## src/design/plnp_pkg.sv

```systemverilog
// Package: defaults, item classification codes and control struct.
package plnp_pkg;

   localparam int MAX_POINTS_DEF = 65536;
   localparam int COORD_BITS_DEF = 24;
   localparam int FRAC_BITS_DEF  = 16;
   localparam int QUEUE_DEPTH    = 2;

   typedef enum logic [1:0] {
      KIND_START = 2'd0,
      KIND_SEG   = 2'd1,
      KIND_SKIP  = 2'd2
   } item_kind_type;

   typedef struct packed {
      item_kind_type kind;
      logic          last;
      logic          closed;
   } plnp_ctrl_type;

endpackage

```

## src/design/plnp_if.sv

```systemverilog
// Channel interfaces: vertex request and nearest-point response.
interface plnp_req_if import plnp_pkg::*; #(
   parameter int CW = COORD_BITS_DEF
);
   logic                 valid;
   logic                 ready;
   logic signed [CW-1:0] vertex_x;
   logic signed [CW-1:0] vertex_y;
   logic signed [CW-1:0] test_x;
   logic signed [CW-1:0] test_y;
   logic                 first_vertex;
   logic                 last_vertex;
   logic                 closed_path;

   modport source (output valid, vertex_x, vertex_y, test_x, test_y,
                   first_vertex, last_vertex, closed_path, input ready);
   modport sink   (input valid, vertex_x, vertex_y, test_x, test_y,
                   first_vertex, last_vertex, closed_path, output ready);
endinterface

interface plnp_rsp_if import plnp_pkg::*; #(
   parameter int CW = COORD_BITS_DEF,
   parameter int FW = FRAC_BITS_DEF,
   parameter int IW = $clog2(MAX_POINTS_DEF + 1)
);
   logic                 valid;
   logic                 ready;
   logic signed [CW-1:0] near_x;
   logic signed [CW-1:0] near_y;
   logic [FW+1:0]        global_param;
   logic [IW-1:0]        near_segment;
   logic [FW-1:0]        segment_param;
   logic                 segment_param_valid;

   modport source (output valid, near_x, near_y, global_param, near_segment,
                   segment_param, segment_param_valid, input ready);
   modport sink   (input valid, near_x, near_y, global_param, near_segment,
                   segment_param, segment_param_valid, output ready);
endinterface

```

## src/design/plnp_queue.sv

```systemverilog
// Short FIFO between the classifying front and the compute back.
module plnp_queue import plnp_pkg::*; #(
   parameter int W     = 8,
   parameter int DEPTH = QUEUE_DEPTH
) (
   input  logic         clock,
   input  logic         reset,
   input  logic         push,
   input  logic [W-1:0] push_data,
   output logic         full,
   input  logic         pop,
   output logic         empty,
   output logic [W-1:0] pop_data
);
   localparam int PTW = (DEPTH > 1) ? $clog2(DEPTH) : 1;
   localparam int CTW = $clog2(DEPTH + 1);

   logic [W-1:0]   entry_ff [DEPTH];
   logic [PTW-1:0] wr_ptr_ff, wr_ptr_in, rd_ptr_ff, rd_ptr_in;
   logic [CTW-1:0] count_ff, count_in;

   assign full     = (count_ff == CTW'(DEPTH));
   assign empty    = (count_ff == '0);
   assign pop_data = entry_ff[rd_ptr_ff];

   always_comb begin
      wr_ptr_in = wr_ptr_ff;
      rd_ptr_in = rd_ptr_ff;
      count_in  = count_ff;
      if (push) begin
         wr_ptr_in = (wr_ptr_ff == PTW'(DEPTH - 1)) ? '0 : wr_ptr_ff + 1'b1;
      end
      if (pop) begin
         rd_ptr_in = (rd_ptr_ff == PTW'(DEPTH - 1)) ? '0 : rd_ptr_ff + 1'b1;
      end
      if (push && !pop) begin
         count_in = count_ff + 1'b1;
      end else if (pop && !push) begin
         count_in = count_ff - 1'b1;
      end
   end

   always_ff @(posedge clock) begin
      if (reset) begin
         wr_ptr_ff <= '0;
         rd_ptr_ff <= '0;
         count_ff  <= '0;
      end else begin
         wr_ptr_ff <= wr_ptr_in;
         rd_ptr_ff <= rd_ptr_in;
         count_ff  <= count_in;
      end
   end

   always_ff @(posedge clock) begin
      if (push) begin
         entry_ff[wr_ptr_ff] <= push_data;
      end
   end
endmodule

```

## src/design/plnp_front.sv

```systemverilog
// Front: accepts vertex words and classifies them as start, segment or skip.
module plnp_front import plnp_pkg::*; #(
   parameter int MAX_POINTS = MAX_POINTS_DEF,
   parameter int IW         = $clog2(MAX_POINTS_DEF + 1)
) (
   input  logic          clock,
   input  logic          reset,
   input  logic          in_valid,
   output logic          in_ready,
   input  logic          in_first,
   input  logic          in_last,
   input  logic          in_closed,
   input  logic          q_full,
   output logic          q_push,
   output plnp_ctrl_type q_ctrl,
   output logic [IW-1:0] q_cnt
);
   localparam logic [IW-1:0] MAXC = IW'(MAX_POINTS);

   logic          open_ff, open_in;
   logic [IW-1:0] cnt_ff, cnt_in;
   logic [IW-1:0] cnt_next;

   assign in_ready = !q_full;
   assign q_push   = in_valid && !q_full;
   assign q_cnt    = cnt_next;

   always_comb begin
      q_ctrl.last   = in_last;
      q_ctrl.closed = in_closed;
      if (in_first || !open_ff) begin
         q_ctrl.kind = KIND_START;
         cnt_next    = IW'(1);
      end else if (cnt_ff < MAXC) begin
         q_ctrl.kind = KIND_SEG;
         cnt_next    = cnt_ff + 1'b1;
      end else begin
         // past the vertex limit: drop the vertex, keep the count
         q_ctrl.kind = KIND_SKIP;
         cnt_next    = cnt_ff;
      end
      open_in = open_ff;
      cnt_in  = cnt_ff;
      if (q_push) begin
         open_in = !in_last;
         cnt_in  = cnt_next;
      end
   end

   always_ff @(posedge clock) begin
      if (reset) begin
         open_ff <= 1'b0;
         cnt_ff  <= '0;
      end else begin
         open_ff <= open_in;
         cnt_ff  <= cnt_in;
      end
   end
endmodule

```

## src/design/plnp_back.sv

```systemverilog
// Back: sequenced segment projection, distance compare and global parameter.
module plnp_back import plnp_pkg::*; #(
   parameter int CW = COORD_BITS_DEF,
   parameter int FW = FRAC_BITS_DEF,
   parameter int IW = $clog2(MAX_POINTS_DEF + 1)
) (
   input  logic                 clock,
   input  logic                 reset,
   input  logic                 item_valid,
   output logic                 item_pop,
   input  logic signed [CW-1:0] item_vx,
   input  logic signed [CW-1:0] item_vy,
   input  logic signed [CW-1:0] item_tx,
   input  logic signed [CW-1:0] item_ty,
   input  plnp_ctrl_type        item_ctrl,
   input  logic [IW-1:0]        item_cnt,
   output logic                 rsp_valid,
   input  logic                 rsp_ready,
   output logic signed [CW-1:0] rsp_near_x,
   output logic signed [CW-1:0] rsp_near_y,
   output logic [FW+1:0]        rsp_global_param,
   output logic [IW-1:0]        rsp_near_segment,
   output logic [FW-1:0]        rsp_segment_param,
   output logic                 rsp_segment_param_valid
);
   localparam int DW  = CW + 1;
   localparam int MW  = (DW > FW + 1) ? DW : FW + 1;
   localparam int PW  = 2 * MW;
   localparam int SW  = 2 * CW + 3;
   localparam int NW  = IW + FW;
   localparam int GW  = FW + 2;
   localparam int CNW = $clog2(NW + 1);
   localparam logic [PW-1:0] HALF = PW'(1) << (FW - 1);
   localparam logic [GW-1:0] GMAX = '1;

   typedef enum logic [11:0] {
      ST_IDLE  = 12'b000000000001,
      ST_DIFF  = 12'b000000000010,
      ST_MUL   = 12'b000000000100,
      ST_TEST  = 12'b000000001000,
      ST_DIV   = 12'b000000010000,
      ST_PMUL  = 12'b000000100000,
      ST_DMUL  = 12'b000001000000,
      ST_UPD   = 12'b000010000000,
      ST_FIN   = 12'b000100000000,
      ST_GINIT = 12'b001000000000,
      ST_GDIV  = 12'b010000000000,
      ST_EMIT  = 12'b100000000000
   } state_type;

   typedef enum logic [1:0] {
      CAND_START = 2'd0,
      CAND_SEG   = 2'd1,
      CAND_VTX   = 2'd2
   } cand_type;

   state_type            state_ff, state_in;
   cand_type             cand_ff, cand_in;
   logic [CNW-1:0]       cnt_ff, cnt_in;
   logic signed [CW-1:0] test_x_ff, test_x_in, test_y_ff, test_y_in;
   logic signed [CW-1:0] start_x_ff, start_x_in, start_y_ff, start_y_in;
   logic signed [CW-1:0] prev_x_ff, prev_x_in, prev_y_ff, prev_y_in;
   logic signed [CW-1:0] seg_x_ff, seg_x_in, seg_y_ff, seg_y_in;
   logic signed [CW-1:0] pt_x_ff, pt_x_in, pt_y_ff, pt_y_in;
   logic signed [DW-1:0] ux_ff, ux_in, uy_ff, uy_in, vx_ff, vx_in, vy_ff, vy_in;
   logic signed [SW-1:0] uv_ff, uv_in, uu_ff, uu_in, d2_ff, d2_in;
   logic [SW-1:0]        rem_ff, rem_in;
   logic [FW-1:0]        q_ff, q_in;
   logic signed [PW-1:0] prod_ff, prod_in;
   logic                 wrap_ff, wrap_in, last_ff, last_in, closed_ff, closed_in;
   logic [IW-1:0]        n_ff, n_in, seg_i_ff, seg_i_in;
   logic signed [SW-1:0] best_dist_ff, best_dist_in;
   logic signed [CW-1:0] best_x_ff, best_x_in, best_y_ff, best_y_in;
   logic [IW-1:0]        best_base_ff, best_base_in, best_seg_ff, best_seg_in;
   logic [FW-1:0]        best_frac_ff, best_frac_in;
   logic                 best_fv_ff, best_fv_in;
   logic [IW-1:0]        gr_ff, gr_in, gdiv_ff, gdiv_in;
   logic [NW-1:0]        gn_ff, gn_in;
   logic                 rsp_valid_ff, rsp_valid_in;
   logic signed [CW-1:0] rsp_x_ff, rsp_x_in, rsp_y_ff, rsp_y_in;
   logic [GW-1:0]        rsp_g_ff, rsp_g_in;
   logic [IW-1:0]        rsp_seg_ff, rsp_seg_in;
   logic [FW-1:0]        rsp_frac_ff, rsp_frac_in;
   logic                 rsp_fv_ff, rsp_fv_in;

   logic signed [MW-1:0] mul_a, mul_b;
   logic signed [DW-1:0] dx, dy;
   logic signed [PW-1:0] rnd_sum, rnd_shift;
   logic signed [CW-1:0] rnd_off;
   logic [SW:0]          rem_sh;
   logic [IW:0]          gtrial;
   logic                 win;

   assign rsp_valid               = rsp_valid_ff;
   assign rsp_near_x              = rsp_x_ff;
   assign rsp_near_y              = rsp_y_ff;
   assign rsp_global_param        = rsp_g_ff;
   assign rsp_near_segment        = rsp_seg_ff;
   assign rsp_segment_param       = rsp_frac_ff;
   assign rsp_segment_param_valid = rsp_fv_ff;

   assign dx        = DW'(test_x_ff) - DW'(pt_x_ff);
   assign dy        = DW'(test_y_ff) - DW'(pt_y_ff);
   assign rnd_sum   = prod_ff + $signed(HALF);
   assign rnd_shift = rnd_sum >>> FW;
   assign rnd_off   = CW'(rnd_shift);
   assign rem_sh    = {rem_ff, 1'b0};
   assign gtrial    = {gr_ff, gn_ff[NW-1]};
   assign win       = (cand_ff == CAND_START) || (d2_ff < best_dist_ff);

   // one shared multiplier, operands picked by the sequencer
   always_comb begin
      mul_a = MW'(ux_ff);
      mul_b = MW'(vx_ff);
      unique case (state_ff)
         ST_MUL: begin
            case (cnt_ff)
               CNW'(1): begin mul_a = MW'(uy_ff); mul_b = MW'(vy_ff); end
               CNW'(2): begin mul_a = MW'(ux_ff); mul_b = MW'(ux_ff); end
               CNW'(3): begin mul_a = MW'(uy_ff); mul_b = MW'(uy_ff); end
               default: begin mul_a = MW'(ux_ff); mul_b = MW'(vx_ff); end
            endcase
         end
         ST_PMUL: begin
            mul_a = (cnt_ff == '0) ? MW'(ux_ff) : MW'(uy_ff);
            mul_b = MW'($signed({1'b0, q_ff}));
         end
         ST_DMUL: begin
            mul_a = (cnt_ff == '0) ? MW'(dx) : MW'(dy);
            mul_b = mul_a;
         end
         default: begin
            mul_a = MW'(ux_ff);
            mul_b = MW'(vx_ff);
         end
      endcase
      prod_in = PW'(mul_a * mul_b);
   end

   always_comb begin
      state_in     = state_ff;
      cand_in      = cand_ff;
      cnt_in       = cnt_ff;
      test_x_in    = test_x_ff;
      test_y_in    = test_y_ff;
      start_x_in   = start_x_ff;
      start_y_in   = start_y_ff;
      prev_x_in    = prev_x_ff;
      prev_y_in    = prev_y_ff;
      seg_x_in     = seg_x_ff;
      seg_y_in     = seg_y_ff;
      pt_x_in      = pt_x_ff;
      pt_y_in      = pt_y_ff;
      ux_in        = ux_ff;
      uy_in        = uy_ff;
      vx_in        = vx_ff;
      vy_in        = vy_ff;
      uv_in        = uv_ff;
      uu_in        = uu_ff;
      d2_in        = d2_ff;
      rem_in       = rem_ff;
      q_in         = q_ff;
      wrap_in      = wrap_ff;
      last_in      = last_ff;
      closed_in    = closed_ff;
      n_in         = n_ff;
      seg_i_in     = seg_i_ff;
      best_dist_in = best_dist_ff;
      best_x_in    = best_x_ff;
      best_y_in    = best_y_ff;
      best_base_in = best_base_ff;
      best_seg_in  = best_seg_ff;
      best_frac_in = best_frac_ff;
      best_fv_in   = best_fv_ff;
      gr_in        = gr_ff;
      gdiv_in      = gdiv_ff;
      gn_in        = gn_ff;
      rsp_valid_in = rsp_valid_ff && !rsp_ready;
      rsp_x_in     = rsp_x_ff;
      rsp_y_in     = rsp_y_ff;
      rsp_g_in     = rsp_g_ff;
      rsp_seg_in   = rsp_seg_ff;
      rsp_frac_in  = rsp_frac_ff;
      rsp_fv_in    = rsp_fv_ff;
      item_pop     = 1'b0;

      unique case (state_ff)
         ST_IDLE: begin
            if (item_valid) begin
               item_pop = 1'b1;
               last_in  = item_ctrl.last;
               n_in     = item_cnt;
               cnt_in   = '0;
               case (item_ctrl.kind)
                  KIND_START: begin
                     test_x_in  = item_tx;
                     test_y_in  = item_ty;
                     closed_in  = item_ctrl.closed;
                     start_x_in = item_vx;
                     start_y_in = item_vy;
                     prev_x_in  = item_vx;
                     prev_y_in  = item_vy;
                     pt_x_in    = item_vx;
                     pt_y_in    = item_vy;
                     cand_in    = CAND_START;
                     state_in   = ST_DMUL;
                  end
                  KIND_SEG: begin
                     seg_x_in = item_vx;
                     seg_y_in = item_vy;
                     seg_i_in = item_cnt - 1'b1;
                     wrap_in  = 1'b0;
                     state_in = ST_DIFF;
                  end
                  default: begin
                     state_in = item_ctrl.last ? ST_FIN : ST_IDLE;
                  end
               endcase
            end
         end
         ST_DIFF: begin
            ux_in    = DW'(seg_x_ff) - DW'(prev_x_ff);
            uy_in    = DW'(seg_y_ff) - DW'(prev_y_ff);
            vx_in    = DW'(test_x_ff) - DW'(prev_x_ff);
            vy_in    = DW'(test_y_ff) - DW'(prev_y_ff);
            cnt_in   = '0;
            state_in = ST_MUL;
         end
         ST_MUL: begin
            cnt_in = cnt_ff + 1'b1;
            case (cnt_ff)
               CNW'(1): uv_in = SW'(prod_ff);
               CNW'(2): uv_in = uv_ff + SW'(prod_ff);
               CNW'(3): uu_in = SW'(prod_ff);
               CNW'(4): begin
                  uu_in    = uu_ff + SW'(prod_ff);
                  state_in = ST_TEST;
               end
               default: ;
            endcase
         end
         ST_TEST: begin
            cnt_in = '0;
            if (uv_ff > 0 && uv_ff < uu_ff) begin
               rem_in   = uv_ff;
               q_in     = '0;
               state_in = ST_DIV;
            end else if (wrap_ff) begin
               state_in = ST_GINIT;
            end else begin
               pt_x_in  = seg_x_ff;
               pt_y_in  = seg_y_ff;
               cand_in  = CAND_VTX;
               state_in = ST_DMUL;
            end
         end
         ST_DIV: begin
            // restoring division, one quotient bit per cycle
            if (rem_sh >= {1'b0, uu_ff}) begin
               rem_in = SW'(rem_sh - {1'b0, uu_ff});
               q_in   = {q_ff[FW-2:0], 1'b1};
            end else begin
               rem_in = SW'(rem_sh);
               q_in   = {q_ff[FW-2:0], 1'b0};
            end
            cnt_in = cnt_ff + 1'b1;
            if (cnt_ff == CNW'(FW - 1)) begin
               cnt_in   = '0;
               state_in = ST_PMUL;
            end
         end
         ST_PMUL: begin
            cnt_in = cnt_ff + 1'b1;
            if (cnt_ff == CNW'(1)) begin
               pt_x_in = prev_x_ff + rnd_off;
            end
            if (cnt_ff == CNW'(2)) begin
               pt_y_in  = prev_y_ff + rnd_off;
               cand_in  = CAND_SEG;
               cnt_in   = '0;
               state_in = ST_DMUL;
            end
         end
         ST_DMUL: begin
            cnt_in = cnt_ff + 1'b1;
            if (cnt_ff == CNW'(1)) begin
               d2_in = SW'(prod_ff);
            end
            if (cnt_ff == CNW'(2)) begin
               d2_in    = d2_ff + SW'(prod_ff);
               cnt_in   = '0;
               state_in = ST_UPD;
            end
         end
         ST_UPD: begin
            if (win) begin
               best_dist_in = d2_ff;
               best_x_in    = pt_x_ff;
               best_y_in    = pt_y_ff;
               case (cand_ff)
                  CAND_START: begin
                     best_base_in = '0;
                     best_frac_in = '0;
                     best_seg_in  = '0;
                     best_fv_in   = 1'b0;
                  end
                  CAND_SEG: begin
                     best_base_in = seg_i_ff - 1'b1;
                     best_frac_in = q_ff;
                     best_seg_in  = seg_i_ff;
                     best_fv_in   = 1'b1;
                  end
                  default: begin
                     best_base_in = seg_i_ff;
                     best_seg_in  = seg_i_ff;
                     best_fv_in   = 1'b0;
                  end
               endcase
            end
            case (cand_ff)
               CAND_SEG: begin
                  if (wrap_ff) begin
                     state_in = ST_GINIT;
                  end else begin
                     pt_x_in  = seg_x_ff;
                     pt_y_in  = seg_y_ff;
                     cand_in  = CAND_VTX;
                     state_in = ST_DMUL;
                  end
               end
               CAND_VTX: begin
                  prev_x_in = seg_x_ff;
                  prev_y_in = seg_y_ff;
                  state_in  = last_ff ? ST_FIN : ST_IDLE;
               end
               default: begin
                  state_in = last_ff ? ST_FIN : ST_IDLE;
               end
            endcase
         end
         ST_FIN: begin
            if (closed_ff) begin
               // wrap segment back to vertex 0
               seg_x_in = start_x_ff;
               seg_y_in = start_y_ff;
               seg_i_in = n_ff;
               wrap_in  = 1'b1;
               state_in = ST_DIFF;
            end else begin
               state_in = ST_GINIT;
            end
         end
         ST_GINIT: begin
            gn_in    = (NW'(best_base_ff) << FW) + (best_fv_ff ? NW'(best_frac_ff) : '0);
            gdiv_in  = (n_ff > IW'(1)) ? n_ff - 1'b1 : IW'(1);
            gr_in    = '0;
            cnt_in   = '0;
            state_in = ST_GDIV;
         end
         ST_GDIV: begin
            if (gtrial >= {1'b0, gdiv_ff}) begin
               gr_in = IW'(gtrial - {1'b0, gdiv_ff});
               gn_in = {gn_ff[NW-2:0], 1'b1};
            end else begin
               gr_in = IW'(gtrial);
               gn_in = {gn_ff[NW-2:0], 1'b0};
            end
            cnt_in = cnt_ff + 1'b1;
            if (cnt_ff == CNW'(NW - 1)) begin
               cnt_in   = '0;
               state_in = ST_EMIT;
            end
         end
         ST_EMIT: begin
            // hold until the output register is free
            if (!rsp_valid_ff || rsp_ready) begin
               rsp_valid_in = 1'b1;
               rsp_x_in     = best_x_ff;
               rsp_y_in     = best_y_ff;
               rsp_g_in     = (gn_ff > NW'(GMAX)) ? GMAX : GW'(gn_ff);
               rsp_seg_in   = best_seg_ff;
               rsp_frac_in  = best_frac_ff;
               rsp_fv_in    = best_fv_ff;
               state_in     = ST_IDLE;
            end
         end
         default: state_in = ST_IDLE;
      endcase
   end

   always_ff @(posedge clock) begin
      if (reset) begin
         state_ff     <= ST_IDLE;
         rsp_valid_ff <= 1'b0;
      end else begin
         state_ff     <= state_in;
         rsp_valid_ff <= rsp_valid_in;
      end
   end

   always_ff @(posedge clock) begin
      cand_ff      <= cand_in;
      cnt_ff       <= cnt_in;
      test_x_ff    <= test_x_in;
      test_y_ff    <= test_y_in;
      start_x_ff   <= start_x_in;
      start_y_ff   <= start_y_in;
      prev_x_ff    <= prev_x_in;
      prev_y_ff    <= prev_y_in;
      seg_x_ff     <= seg_x_in;
      seg_y_ff     <= seg_y_in;
      pt_x_ff      <= pt_x_in;
      pt_y_ff      <= pt_y_in;
      ux_ff        <= ux_in;
      uy_ff        <= uy_in;
      vx_ff        <= vx_in;
      vy_ff        <= vy_in;
      uv_ff        <= uv_in;
      uu_ff        <= uu_in;
      d2_ff        <= d2_in;
      rem_ff       <= rem_in;
      q_ff         <= q_in;
      prod_ff      <= prod_in;
      wrap_ff      <= wrap_in;
      last_ff      <= last_in;
      closed_ff    <= closed_in;
      n_ff         <= n_in;
      seg_i_ff     <= seg_i_in;
      best_dist_ff <= best_dist_in;
      best_x_ff    <= best_x_in;
      best_y_ff    <= best_y_in;
      best_base_ff <= best_base_in;
      best_seg_ff  <= best_seg_in;
      best_frac_ff <= best_frac_in;
      best_fv_ff   <= best_fv_in;
      gr_ff        <= gr_in;
      gdiv_ff      <= gdiv_in;
      gn_ff        <= gn_in;
      rsp_x_ff     <= rsp_x_in;
      rsp_y_ff     <= rsp_y_in;
      rsp_g_ff     <= rsp_g_in;
      rsp_seg_ff   <= rsp_seg_in;
      rsp_frac_ff  <= rsp_frac_in;
      rsp_fv_ff    <= rsp_fv_in;
   end
endmodule

```

## src/design/polyline_nearest_point_2d_top.sv

```systemverilog
// Top level: nearest point on a streamed 2D polyline.
//
//   channel | dir | payload                                        | handshake
//   req_ch  | in  | vertex, test point, first/last/closed flags    | valid/ready
//   rsp_ch  | out | near point, global/segment param, segment idx  | valid/ready
//
// The back handles the first vertex of a query as a distance check only. Each
// further vertex is sequenced through the single shared multiplier and the
// one-bit-per-cycle fraction divider. The last vertex adds the wrap segment
// when closed, then the global-parameter divider. A two-word queue lets the
// front keep accepting while the back works; a waiting response holds only
// the final emit step.
// Reset is synchronous and clears control state only.
module polyline_nearest_point_2d_top import plnp_pkg::*; #(
   parameter int MAX_POINTS = MAX_POINTS_DEF,
   parameter int COORD_BITS = COORD_BITS_DEF,
   parameter int FRAC_BITS  = FRAC_BITS_DEF
) (
   input logic       clock,
   input logic       reset,
   plnp_req_if.sink  req_ch,
   plnp_rsp_if.source rsp_ch
);
   localparam int CW = COORD_BITS;
   localparam int IW = $clog2(MAX_POINTS + 1);
   localparam int QW = 4 * CW + $bits(plnp_ctrl_type) + IW;

   logic                 q_full, q_push, q_empty, q_pop;
   plnp_ctrl_type        f_ctrl, b_ctrl;
   logic [IW-1:0]        f_cnt, b_cnt;
   logic [QW-1:0]        push_data, pop_data;
   logic signed [CW-1:0] b_vx, b_vy, b_tx, b_ty;

   plnp_front #(.MAX_POINTS(MAX_POINTS), .IW(IW)) u_front (
      .clock     (clock),
      .reset     (reset),
      .in_valid  (req_ch.valid),
      .in_ready  (req_ch.ready),
      .in_first  (req_ch.first_vertex),
      .in_last   (req_ch.last_vertex),
      .in_closed (req_ch.closed_path),
      .q_full    (q_full),
      .q_push    (q_push),
      .q_ctrl    (f_ctrl),
      .q_cnt     (f_cnt)
   );

   assign push_data = {req_ch.vertex_x, req_ch.vertex_y, req_ch.test_x, req_ch.test_y,
                       f_ctrl, f_cnt};

   plnp_queue #(.W(QW), .DEPTH(QUEUE_DEPTH)) u_queue (
      .clock     (clock),
      .reset     (reset),
      .push      (q_push),
      .push_data (push_data),
      .full      (q_full),
      .pop       (q_pop),
      .empty     (q_empty),
      .pop_data  (pop_data)
   );

   assign {b_vx, b_vy, b_tx, b_ty, b_ctrl, b_cnt} = pop_data;

   plnp_back #(.CW(CW), .FW(FRAC_BITS), .IW(IW)) u_back (
      .clock                   (clock),
      .reset                   (reset),
      .item_valid              (!q_empty),
      .item_pop                (q_pop),
      .item_vx                 (b_vx),
      .item_vy                 (b_vy),
      .item_tx                 (b_tx),
      .item_ty                 (b_ty),
      .item_ctrl               (b_ctrl),
      .item_cnt                (b_cnt),
      .rsp_valid               (rsp_ch.valid),
      .rsp_ready               (rsp_ch.ready),
      .rsp_near_x              (rsp_ch.near_x),
      .rsp_near_y              (rsp_ch.near_y),
      .rsp_global_param        (rsp_ch.global_param),
      .rsp_near_segment        (rsp_ch.near_segment),
      .rsp_segment_param       (rsp_ch.segment_param),
      .rsp_segment_param_valid (rsp_ch.segment_param_valid)
   );
endmodule

```

## src/flat_wrapper.sv

```systemverilog
// flat-port wrapper written by rule: the top's interface ports become plain ports
module polyline_nearest_point_2d_top_flat import plnp_pkg::*;
#(
   parameter int MAX_POINTS = MAX_POINTS_DEF,
   parameter int COORD_BITS = COORD_BITS_DEF,
   parameter int FRAC_BITS  = FRAC_BITS_DEF
)
  (clock, reset, req_ch_valid, req_ch_vertex_x, req_ch_vertex_y, req_ch_test_x, req_ch_test_y, req_ch_first_vertex, req_ch_last_vertex, req_ch_closed_path, req_ch_ready, rsp_ch_valid, rsp_ch_near_x, rsp_ch_near_y, rsp_ch_global_param, rsp_ch_near_segment, rsp_ch_segment_param, rsp_ch_segment_param_valid, rsp_ch_ready);
  plnp_req_if req_ch_i ();
  plnp_rsp_if rsp_ch_i ();
  input logic clock;
  input logic reset;
  input wire logic [$bits(req_ch_i.valid)-1:0] req_ch_valid;
  input wire logic [$bits(req_ch_i.vertex_x)-1:0] req_ch_vertex_x;
  input wire logic [$bits(req_ch_i.vertex_y)-1:0] req_ch_vertex_y;
  input wire logic [$bits(req_ch_i.test_x)-1:0] req_ch_test_x;
  input wire logic [$bits(req_ch_i.test_y)-1:0] req_ch_test_y;
  input wire logic [$bits(req_ch_i.first_vertex)-1:0] req_ch_first_vertex;
  input wire logic [$bits(req_ch_i.last_vertex)-1:0] req_ch_last_vertex;
  input wire logic [$bits(req_ch_i.closed_path)-1:0] req_ch_closed_path;
  output wire logic [$bits(req_ch_i.ready)-1:0] req_ch_ready;
  output wire logic [$bits(rsp_ch_i.valid)-1:0] rsp_ch_valid;
  output wire logic [$bits(rsp_ch_i.near_x)-1:0] rsp_ch_near_x;
  output wire logic [$bits(rsp_ch_i.near_y)-1:0] rsp_ch_near_y;
  output wire logic [$bits(rsp_ch_i.global_param)-1:0] rsp_ch_global_param;
  output wire logic [$bits(rsp_ch_i.near_segment)-1:0] rsp_ch_near_segment;
  output wire logic [$bits(rsp_ch_i.segment_param)-1:0] rsp_ch_segment_param;
  output wire logic [$bits(rsp_ch_i.segment_param_valid)-1:0] rsp_ch_segment_param_valid;
  input wire logic [$bits(rsp_ch_i.ready)-1:0] rsp_ch_ready;
  assign req_ch_i.valid = req_ch_valid;
  assign req_ch_i.vertex_x = req_ch_vertex_x;
  assign req_ch_i.vertex_y = req_ch_vertex_y;
  assign req_ch_i.test_x = req_ch_test_x;
  assign req_ch_i.test_y = req_ch_test_y;
  assign req_ch_i.first_vertex = req_ch_first_vertex;
  assign req_ch_i.last_vertex = req_ch_last_vertex;
  assign req_ch_i.closed_path = req_ch_closed_path;
  assign req_ch_ready = req_ch_i.ready;
  assign rsp_ch_valid = rsp_ch_i.valid;
  assign rsp_ch_near_x = rsp_ch_i.near_x;
  assign rsp_ch_near_y = rsp_ch_i.near_y;
  assign rsp_ch_global_param = rsp_ch_i.global_param;
  assign rsp_ch_near_segment = rsp_ch_i.near_segment;
  assign rsp_ch_segment_param = rsp_ch_i.segment_param;
  assign rsp_ch_segment_param_valid = rsp_ch_i.segment_param_valid;
  assign rsp_ch_i.ready = rsp_ch_ready;
  polyline_nearest_point_2d_top #(.MAX_POINTS(MAX_POINTS), .COORD_BITS(COORD_BITS), .FRAC_BITS(FRAC_BITS)) u_core (.clock(clock), .reset(reset), .req_ch(req_ch_i), .rsp_ch(rsp_ch_i));
endmodule
```

## config.mk

```make
export PLATFORM = sky130hd
export DESIGN_NAME = polyline_nearest_point_2d_top_flat
export DESIGN_NICKNAME = d
export VERILOG_FILES = /design/src/design/plnp_pkg.sv /design/src/design/plnp_if.sv /design/src/design/plnp_queue.sv /design/src/design/plnp_front.sv /design/src/design/plnp_back.sv /design/src/design/polyline_nearest_point_2d_top.sv /design/src/flat_wrapper.sv
export SDC_FILE = /design/constraint.sdc
export NUM_CORES = 2
export LEC_CHECK = 0
export BUFFER_PORTS_ARGS = -buffer_cell sky130_fd_sc_hd__buf_2
export CORE_MARGIN = 2
export CORE_UTILIZATION = 45
export DETAILED_ROUTE_END_ITERATION = 10
export GPL_ROUTABILITY_DRIVEN = 0
export SLEW_MARGIN = 0
export SYNTH_ARGS = -nofsm -noshare
export SYNTH_HDL_FRONTEND = slang
export SYNTH_SLANG_ARGS = --single-unit
```

## constraint.sdc

```tcl
create_clock -name clock -period 16.2 [get_ports clock]
set_clock_uncertainty 0.1 [all_clocks]
set_input_delay 1.62 -clock clock [delete_from_list [all_inputs] [get_ports clock]]
set_output_delay 1.62 -clock clock [all_outputs]
set_load 0.01 [all_outputs]
```

Word level (Yosys, flattened, before mapping). Memories as Yosys holds them, arrays and structs flattened. A register that Yosys moved wholly into a read port is not among the register bits. Cells that the tools add are included.

Register bits after elaboration: 1007. Bits in writable memories: 234. Bits of input ports: 103. Output and inout bits: 102. Logic and storage cells: 270. Memories: 1.

Memories: u_core.u_queue.entry_ff (words 2, width 117, read ports 1, clocked after Yosys merged registers in 1, write ports 1, line plnp_queue.sv:18) `logic [W-1:0] entry_ff [DEPTH];`.

Add/sub/neg operators: 24. Multiply operators: 1. Magnitude comparators: 8. Equality and inequality tests: 37. Mux-type cells: 101. Bitwise gates (word level): 1. Reduce and logical (&&, ||, !) cells: 47.

Operators by type and width (number): 24-bit 2-to-1 mux (20); 51-bit case mux with 2 select lines (3); 25-bit case mux with 3 select lines (3); 51-bit 2-to-1 mux (4); 24-bit case mux with 2 select lines (4); 24-bit case mux with 4 select lines (2); 51-bit by 50-bit adder with 51-bit output (3); 24-bit by 24-bit subtractor with 25-bit output (6); 12-bit case mux with 12 select lines (1); 51-bit less-than comparator (2); 17-bit 2-to-1 mux (6); 17-bit case mux with 2 select lines (3); 12-bit 2-to-1 mux (8); 25-bit 2-to-1 mux (3); 33-bit case mux with 2 select lines (1); 16-bit case mux with 2 select lines (2); 52-bit by 51-bit >= comparator with 1-bit output (1); 51-bit by 1-bit > comparator with 1-bit output (second input constant) (1); 17-bit by 1-bit subtractor with 17-bit output (second input constant) (3); 51-bit subtractor (1); 25-bit by 25-bit multiplier with 50-bit output (1); 24-bit adder (2); 40-bit by 17-bit adder with 40-bit output (second input constant) (1); 6-bit case mux with 6 select lines (1); 57 further kinds (137).

Depth between registers and ports, before layout.
Depth after elaboration: 7. Depth in mapped cells: 43. Depth with buffers taken out: 42.

By module. From an unflattened synthesis, not the netlist that was laid out.

Cell total of the unflattened synthesis: 8935. Area total of the unflattened synthesis: 93064.3 um^2.

By module, submodules not included: plnp_back (instances 1, cells each 8370, area each 83022.1 um^2, seq. area each 28947.8 um^2); plnp_queue (instances 1, cells each 386, area each 8758.4 um^2, seq. area each 7126.8 um^2); plnp_front (instances 1, cells each 178, area each 1280.0 um^2, seq. area each 360.3 um^2); polyline_nearest_point_2d_top (instances 1, cells each 1, area each 3.8 um^2, seq. area each 0.0 um^2).

Worst setup path after synthesis. Ideal clock, no wire load.

Kind: register -> register. From: register u_core.u_back.test_x_ff[7]. To: register u_core.u_back.prod_ff[49]. Library setup time: 0.121 ns. Data arrival time: 9.266 ns. Required time: 15.979 ns. Setup slack: 6.713 ns. Cell stages (with the launch flop): 40. Path buffers: 1. Clock period less this slack: 9.487 ns. Cell sequence: edfxtp_1 ha_1 and2_1 and3_1 a32oi_1 a21oi_1 nor4_1 a21oi_1 a311o_1 a31oi_1 xnor2_1 a32oi_1 nand2_1 clkbuf_1 nand2_1 fa_1 inv_1 fa_1 [... 4 more ...] fa_1 fa_1 inv_1 fa_1 inv_1 ha_1 a21o_1 a21o_1 a21oi_1 o21ai_0 or3b_2 o221ai_1 o311ai_0 a31oi_1 o21ai_0 a21oi_1 o21ba_2 xnor2_1.

Longest elaborated chain between the ends: 4. Elaborated cells on any way between the ends: 5. Classes of those cells: 1 x add/sub; 1 x mul; 3 x mux.

Ends and longest elaborated chain: start: declaration (line plnp_back.sv:60) `logic signed [CW-1:0] test_x_ff, test_x_in, test_y_ff, test_y_in;`; start signal: assignment (line plnp_back.sv:404) `test_x_ff <= test_x_in;`; 24-bit by 24-bit subtractor with 25-bit output (*) (line plnp_back.sv:102) `assign dx = DW'(test_x_ff) - DW'(pt_x_ff);`; 25-bit 2-to-1 mux (*) (line plnp_back.sv:129) `mul_a = (cnt_ff == '0) ? MW'(dx) : MW'(dy);`; 25-bit case mux with 3 select lines (line plnp_back.sv:115) `unique case (state_ff)`; 25-bit by 25-bit multiplier with 50-bit output (*) (line plnp_back.sv:137) `prod_in = PW'(mul_a * mul_b);`; net u_core.u_back.prod_in[49] (line plnp_back.sv:69) `logic signed [PW-1:0] prod_ff, prod_in;`; end signal: assignment (line plnp_back.sv:423) `prod_ff <= prod_in;`; end: declaration (line plnp_back.sv:69).

Mark *: on every way through the listed nets, which the timed path passes. The rest lies on a longest branch. A chain may end at the register's enable or synchronous reset.

Final worst setup path.
From: register u_core.u_back.state_ff[0]. To: register u_core.u_back.prod_ff[49].

Longest elaborated chain between the ends: 3. Elaborated cells on any way between the ends: 6. Classes of those cells: 1 x mul; 3 x eq/ne; 2 x mux.

Ends and longest elaborated chain: start: declaration (line plnp_back.sv:57) `state_type state_ff, state_in;`; start signal: assignment (line plnp_back.sv:396) `state_ff <= state_in;`; 12-bit by 7-bit equality test with 1-bit output (tied with other cells) (line plnp_back.sv:115); 25-bit case mux with 3 select lines (line plnp_back.sv:115); 25-bit by 25-bit multiplier with 50-bit output (*) (line plnp_back.sv:137); net u_core.u_back.prod_in[49] (line plnp_back.sv:69).

Marked as above.

==> results.md <==
- Hold WC Path Type: flip-flop to flip-flop
- Final setup fails: 0
- Largest net degree at the start of global routing: 100
- Wirelength, routed: 264000 um
- Synth cell types: 95
- WP buf/inv: 5
- Routed vias: 67000
- Synth warn: 0
- Multi-input logic area: 0.0507 mm^2
- Total gr overflow: 0
- Post-synth top cells: 1156 x edfxtp_1, 1015 x inv_1, 952 x nand2_1, 715 x nor2_1, 672 x fa_1
- Area Growth Syn to Fin: 9.65%
- Mapped Cells: 8844
- Final period utilization: 73.5%
- Die width: 456 um
- Final Critical Period: 11910 ps
- Die Ht: 456 um
- Die area: 0.208 mm^2
- Vias in the first global route: 67900
- Count leader, synth: edfxtp_1
- CTS tree: done
- Max incr delay on CP: 1490 ps
- Largest buffer count on any clock path: 3
- Setup_tns: 0 ps
- Root buffer selected by CTS: clkbuf_16
- CP max FO: 15
- Worst setup path class: flip-flop to flip-flop
- H-tree levels: 4
- CP top delay family: compound AO/OA/AOI/OAI gates
- Initial Util: 45.4%
- CP startpoint: u_core.u_back.state_ff[0]
- CP Capture Type: flip-flop
- RSZ-0062 raised after global routing: false
- Worst path depth: 32
- Worst Tran Pin Value: 1460 ps
- Area leader, netlist: edfxtp_1
- Antenna viol nets, final: 0
- Storage element area: 0.0364 mm^2
- Worst slew margin: 0.306%
- Worst Hold Depth: 0
- Worst reg2reg path startpoint: u_core.u_back.state_ff[0]
- RR Endpoint: u_core.u_back.prod_ff[49]
- Cell area after synthesis: 0.0919 mm^2
- DR vias/cell: 5.68
- Hold EP: u_core.u_back.rsp_near_segment[4]
- Failing checks: capacitance limit
- Seq/Total Area, Yosys: 39.7%
- Pins Over Slew Limit: 0
- Post-synth EDFFs: 1156
- Number of gates resized after cts: 0
- Async SR Flop Fraction: 0%
- Status: finished with violations
- Largest cells by area after synthesis: edfxtp_1 38%, fa_1 15%, ha_1 9.0%, inv_1 4.1%, nand2_1 3.9%
- Worst reg2reg path depth: 32
- Clock Pin Slew Worst Setup and Hold Paths: 60 ps
- Flop-to-flop setup slack: 4290 ps
- Synth top area share: 37.8%
- Arr. time, crit path: 12490 ps
- Sink Count: 1242
- Top Ports: 205
- Most used DFF post-synth: edfxtp_1
- Util after Layout: 49.7%
- GRT Overall Usage: 25.0%
- Drc violations: 0
- Req. time, crit path: 16780 ps
- Fmax: 0.0840 GHz
- Syn avg cell area: 10.4 um^2
- Clock latency on the worst-skew pair: 820 ps
- Worst setup SP type: flip-flop
- Post-CTS setup buffer count: 0
- Top cell by count, worst path: fa_1
- Filler cells: 18300
- Avg WL per Cell: 22.4 um
- CTS Buf Count: 141
- Antenna violations before repair: 11
- I/O Buffers: 204
- DP Area: 0.0961 mm^2
- #FFs+latches synth: 1242
- HPWL Detailed: 202000 um
- Maxcap violations: 1
- Layout cells sized above 1: 7.63%
- Syn_nets: 10300
- Global-route wire length before repair: 401000 um
- Hold-fix buffers, CTS: 0
- Row Count: 165
- Final hold vios: 0
- Drt first pass iters: 6
- 1st-iter DRT viols: 5631
- Post-route design area: 0.101 mm^2
- Worst Hold Launch: u_core.u_back.best_seg_ff[4]
- CP max stage cell: a2111oi_0
- Layout Nets: 10400
- CORE AREA: 0.203 mm^2
-- per-layer routing --
layer | track usage (%) | share of wire, % | wire length (um)
met5 | 0 | 0.0026 | 7
met4 | 10.9 | 4.8 | 12700
met3 | 3.59 | 6.9 | 18200
met2 | 40.8 | 46 | 123000
met1 | 33.3 | 42 | 111000
-- how the worst max path moves through the flow --
stage	end	slack [ps]
after detailed placement	u_core.u_back.prod_ff[49]	4540
after global placement	u_core.u_back.prod_ff[49]	4710
after global routing	u_core.u_back.prod_ff[49]	3590
after CTS	u_core.u_back.prod_ff[49]	4500
final	u_core.u_back.prod_ff[49]	4290
after floorplan	u_core.u_back.prod_ff[49]	6710
-- cell type report --
class / count / share of cell area [%]
multi-input cells: 6306 / 50.4
flip-flops and latches: 1242 / 36.2
inverters: 1016 / 3.79
clock buffers: 181 / 3.70
well taps: 2672 / 3.32
repair buffers: 305 / 1.78
clock inverters: 73 / 0.843
diodes: 7 / 0.0174
-- cell usage in the layout (no fill, tap or decap), types with 62 or more instances in the layout --
cell and n:
edfxtp_1 1156, inv_1 1013, nand2_1 948, nor2_1 704, fa_1 672, ha_1 659
a21oi_1 526, o21ai_0 468, xnor2_1 286, a21o_1 227, buf_2 204, xor2_1 190
clkbuf_16 141, nand3_1 126, nor3_1 114, mux2i_1 112, and2_1 108, buf_4 100
nand2b_1 96, nor2b_1 92, dfxtp_1 85, a22oi_1 67, mux2_2 65, nand4_1 62
-- kinds of logic after synthesis --
family          after synthesis  synth area share [%]
compound gates             1811                  12.4
buf+inv                    1296                  5.37
xor+xnor                    476                  4.54
simple gates               2511                  12.4
flops                      1242                  39.7
mux                         177                  2.02
fa+ha+maj                  1331                  23.6
-- sequential cells by signal, indices dropped and copies added (netlist names), 25 cells and up, named ones only --
name                        flops
u_core.u_back.uy_ff            25
u_core.u_back.uv_ff            51
u_core.u_back.vx_ff            25
u_core.u_back.uu_ff            51
u_core.u_back.gn_ff            33
u_core.u_back.d2_ff            51
u_core.u_queue.entry_ff       234
u_core.u_back.prod_ff          50
u_core.u_back.vy_ff            25
u_core.u_back.ux_ff            25
u_core.u_back.rem_ff           51
u_core.u_back.best_dist_ff     51
-- metrics by stage --
step | setup WS, ps | hold slack [ps] | instances
2_1_floorplan | 6710 | 300 | 8844
3_3_place_gp | 4710 | 303 | 11500
3_5_place_dp | 4540 | 305 | 11500
4_1_cts | 4500 | 319 | 11800
5_1_grt | 3590 | 320 | 11800
6_report | 4290 | 317 | 11800
Power is not shown: default switching activity piles up to over one toggle a cycle in this logic, so the estimate is an artifact.
